<file path="config.mk">
export PLATFORM = sky130hd
export DESIGN_NAME = dtpu_div_pipe
export DESIGN_NICKNAME = d
export VERILOG_FILES = /design/src/rtl/core/depth_to_point_unproject_assert.svh /design/src/rtl/core/dtpu_div_pipe.sv
export SDC_FILE = /design/constraint.sdc
export NUM_CORES = 2
export LEC_CHECK = 0
export ABC_CLOCK_PERIOD_IN_PS = 3400
export BUFFER_PORTS_ARGS = -buffer_cell sky130_fd_sc_hd__buf_4
export CAP_MARGIN = 20
export CORE_MARGIN = 10
export CORE_UTILIZATION = 45
export CTS_CLUSTER_SIZE = 40
export DETAILED_ROUTE_END_ITERATION = 10
export PLACE_DENSITY_LB_ADDON = 0.12
export SYNTH_ARGS = -nofsm -noshare
export SYNTH_HDL_FRONTEND = slang
export SYNTH_SLANG_ARGS = --single-unit
</file>
<file path="constraint.sdc">
create_clock -name clock -period 3.4 [get_ports clock]
set_input_delay 0.68 -clock clock [delete_from_list [all_inputs] [get_ports clock]]
set_output_delay 0.68 -clock clock [all_outputs]
set_load 0.01 [all_outputs]
</file>
<file path="src/rtl/core/depth_to_point_unproject_assert.svh">
// Assertion macros for the depth-to-point unprojection block.
// Used by files that assert; expects signals named clock and reset in scope.
`ifndef DEPTH_TO_POINT_UNPROJECT_ASSERT_SVH
`define DEPTH_TO_POINT_UNPROJECT_ASSERT_SVH

// same-cycle implication
`define DTPU_ASSERT_IMPL(lbl, ante, cons) \
   lbl: assert property (@(posedge clock) disable iff (reset) (ante) |-> (cons)) \
      else $error("dtpu assertion failed");

// next-cycle implication
`define DTPU_ASSERT_NEXT(lbl, ante, cons) \
   lbl: assert property (@(posedge clock) disable iff (reset) (ante) |=> (cons)) \
      else $error("dtpu assertion failed");

`endif

</file>
<file path="src/rtl/core/dtpu_div_pipe.sv">
// Pipelined restoring divider, one quotient bit per register stage.
// Generic widths; carries a sideband vector alongside. Depends on nothing.
module dtpu_div_pipe #(
   parameter int DW = 16,
   parameter int QW = 31,
   parameter int SW = 1
) (
   input  logic          clock,
   input  logic          en,
   input  logic [DW-1:0] start_rem,
   input  logic [QW-1:0] start_low,
   input  logic [DW-1:0] divisor,
   input  logic [SW-1:0] side_start,
   output logic [QW-1:0] quotient,
   output logic [SW-1:0] side_done
);

   logic [DW-1:0] rem_ff  [QW];
   logic [QW-1:0] low_ff  [QW];
   logic [QW-1:0] quot_ff [QW];
   logic [DW-1:0] div_ff  [QW];
   logic [SW-1:0] side_ff [QW];

   logic [DW-1:0] rem_in  [QW];
   logic [QW-1:0] low_in  [QW];
   logic [QW-1:0] quot_in [QW];
   logic [DW-1:0] div_in  [QW];
   logic [SW-1:0] side_in [QW];

   always_comb begin
      logic [DW-1:0] pr;
      logic [QW-1:0] pl;
      logic [QW-1:0] pq;
      logic [DW-1:0] pd;
      logic [SW-1:0] ps;
      logic [DW:0]   trial;
      logic          ge;
      for (int k = 0; k < QW; k++) begin
         if (k == 0) begin
            pr = start_rem;
            pl = start_low;
            pq = '0;
            pd = divisor;
            ps = side_start;
         end else begin
            pr = rem_ff[k-1];
            pl = low_ff[k-1];
            pq = quot_ff[k-1];
            pd = div_ff[k-1];
            ps = side_ff[k-1];
         end
         trial      = {pr, pl[QW-1]};
         ge         = trial >= {1'b0, pd};
         rem_in[k]  = ge ? DW'(trial - {1'b0, pd}) : trial[DW-1:0];
         low_in[k]  = pl << 1;
         quot_in[k] = {pq[QW-2:0], ge};
         div_in[k]  = pd;
         side_in[k] = ps;
      end
   end

   always_ff @(posedge clock) begin
      if (en) begin
         for (int k = 0; k < QW; k++) begin
            rem_ff[k]  <= rem_in[k];
            low_ff[k]  <= low_in[k];
            quot_ff[k] <= quot_in[k];
            div_ff[k]  <= div_in[k];
            side_ff[k] <= side_in[k];
         end
      end
   end

   assign quotient  = quot_ff[QW-1];
   assign side_done = side_ff[QW-1];

endmodule

</file>
==> flow_summary.toml <==
[placement]
post-dp-hpwl_um = 112000
io_buffers = 97
globalplace.congestion = 0.859

[power]
p_per_area_nw_per_um2 = 884
irDropWorstVdd_uv = 544
p_leak_nw = 38.7

[finish]
fillers = 16500
drive_above_1_share_pct = 13.8
final_cell_mix = "edfxtp_1, inv_1, ha_1"
area_growth_pct = 14.0
seq_area_um2 = 58600
final_util_pct = 51.6
multi_input_area_um2 = 26800
final_common_cell = "edfxtp_1"
nets = 7097

[floorplan]
fp.dieH_um = 463
die_area_um2 = 214000
start_util_pct = 45.2
num_rows = 162
core-area_um2 = 195000
io_pins = 98
die_w_um = 463

[clock_network]
cts_sinks = 1952
clk_path_buf_depth = 3
htree_num_levels = 4
clk_latency_ps = 830
tritoncts = "done"
numCtsBuffers = 209
clk_pin_slew_ps = 60
root_buffer = "clkbuf_16"

[yosys]
synth_top_area_share_pct = 66.4
syn-cell-area_um2 = 88200
yosys_warnings = 0
async_flop_share_pct = 0
synth_top_cells_by_area = "edfxtp_1, ha_1, mux2_2, inv_1, xnor2_1"
ys_types = 92
syn-instance-count = 6108
ys.flop_type = "edfxtp_1"
syn_nets = 6700
synth_edf_count = 1952
synth_top_area_cell = "edfxtp_1"
syn_avg_cell_area_um2 = 14.4
postSynthRegisterBits = 1952
yosysSeqAreaShare_pct = 66.4

[job]
maxCapViolCount = 0

[worst_setup_path]
critPathSlowestCell = "edfxtp_1"
crit_family = "compound AO/OA/AOI/OAI gates"
slowest_delay_ps = 390
critical_path_class = "reg2reg"
path_buf_inv = 1
worstPathMaxFanout = 15
worstPathRequired_ps = 3950
path_cells = "ha_1, nor2b_1, o31a_1, o31ai_2, nand3_1, a221oi_2, o41ai_1, a211oi_2, buf_12, mux2_2"
start_kind = "flip-flop"
worstPathArrival_ps = 3820
endpoint_kind = "flip-flop"
worstReg2RegStart = "rem_ff[1][64]"
critPathLaunch = "rem_ff[1][64]"

[timing]
fin_skew_ps = 36.2
tightest_slew_ps = 699
min_period_ps = 3270
max-slew-margin-rel_pct = 52.8
finalHoldViolations = 0
timing.fmax_ghz = 0.306
setup_violations = 0
slew_viol_final = 0
period_share_pct = 96.2
rsz0062_at_grt = "false"
tns_ps = 0

[global_route]
grt_overflow_total = 0
grt_max_degree = 124
grt_pass1_wl_um = 259000
grt_pass1_vias = 47600
grt_usage_pct = 14.7
antenna_found_initial = 2

[worst_hold_path]
worstHoldPathType = "in2reg"
min_from = "start_rem[13]"

[drt]
wl_um = 161000
drc = 0
via_per_inst = 5.15
via_count = 47900
drtPass1Iterations = 6
drtIter0Drc = 3412
drtAntennaViolNets = 0
wl_per_cell_um = 17.3

[outcome]
status = "finished clean"
## layout make-up
cell class / count / share of cell area (%)
sequential: 1952 / 58.3
multi-input combinational: 3436 / 26.7
clock buffer: 243 / 5.39
tap: 2624 / 3.26
timing repair buffer: 281 / 2.69
inverter: 625 / 2.33
clock inverter: 138 / 1.35
antenna: 2 / 0.00498
## through the flow
step / setup slack (ps) / hold WS (ps) / power, mW / instances / instance area [um^2]
final: 130 / 163 / 88.9 / 9301 / 101000
after global routing: 5.32 / 108 / 94.9 / 9301 / 101000
after CTS: 75.5 / 84.2 / 89.8 / 9296 / 100000
after detailed placement: 124 / 405 / 67.0 / 8868 / 93200
after global placement: 52.2 / 400 / 66.5 / 8868 / 93200
after floorplan: 232 / 400 / 58.7 / 6108 / 88200
## state kept, by name, indices dropped and copies added, names as in the netlist
register,count
rem_ff,480
div_ff,480
side_ff,31
quot_ff,496
low_ff,465
## final timing paths
path / endpoint / slack [ps] / cells after the start
setup reg to reg: rem_ff[1][86] / 130 / 10
setup / recovery: rem_ff[1][86] / 130 / 10
hold reg to reg: low_ff[0][219] / 390 / 0
hold / removal: rem_ff[0][14] / 160 / 2
## repair_timing
item | in CTS | in global routing
buffers inserted | 0 | 2
resized for setup | 0 | 13
setup endpoints to repair | 0 | 77
hold buffers | 47 | 0
hold endpoints to repair | 47 | 0
## cell usage after synthesis (68+ instances only)
| master | n |
|---|---|
| edfxtp_1 | 1952 |
| inv_1 | 622 |
| ha_1 | 496 |
| mux2_2 | 329 |
| nor2_1 | 288 |
| a21oi_1 | 281 |
| xnor2_1 | 241 |
| o21ai_0 | 238 |
| nand2_1 | 232 |
| a21o_1 | 131 |
| xor2_1 | 109 |
| nand3_1 | 89 |
| o21a_1 | 84 |
| nor3_1 | 82 |
| nor2b_1 | 80 |
| nand2b_1 | 73 |
| nand4_1 | 68 |
## kinds of logic (layout without fill, tap and decap cells)
family / after synthesis / in the layout / synth area share, %
AOI/OAI and AO/OA: 1100 / 1100 / 8.16
xor gates and xnor gates: 350 / 350 / 3.47
other: 0 / 2 / 0
DFF: 1952 / 1952 / 66.4
buffers and inverters: 720 / 1287 / 3.26
muxes: 394 / 394 / 4.97
and+or+nand+nor: 1066 / 1066 / 5.98
adders and majority gates: 526 / 526 / 7.72
## power by group
group          internal, mW  total, mW  leakage, nW  switching (mW)
Sequential             33.0       35.3         19.1            2.39
Combinational          15.3       31.5         16.4            16.2
Clock                  12.7       22.1         3.26            9.33
Total                  61.0       88.9         38.7            27.9
## routing by layer
layer,share of wire [%],wire length [um],global-route usage (%)
met1,46,74600,20.4
met4,2.2,3460,3.94
met2,47,76100,24.0
met3,4.0,6480,2.48
met5,0,0,0
(Power assumes the default switching activity.)
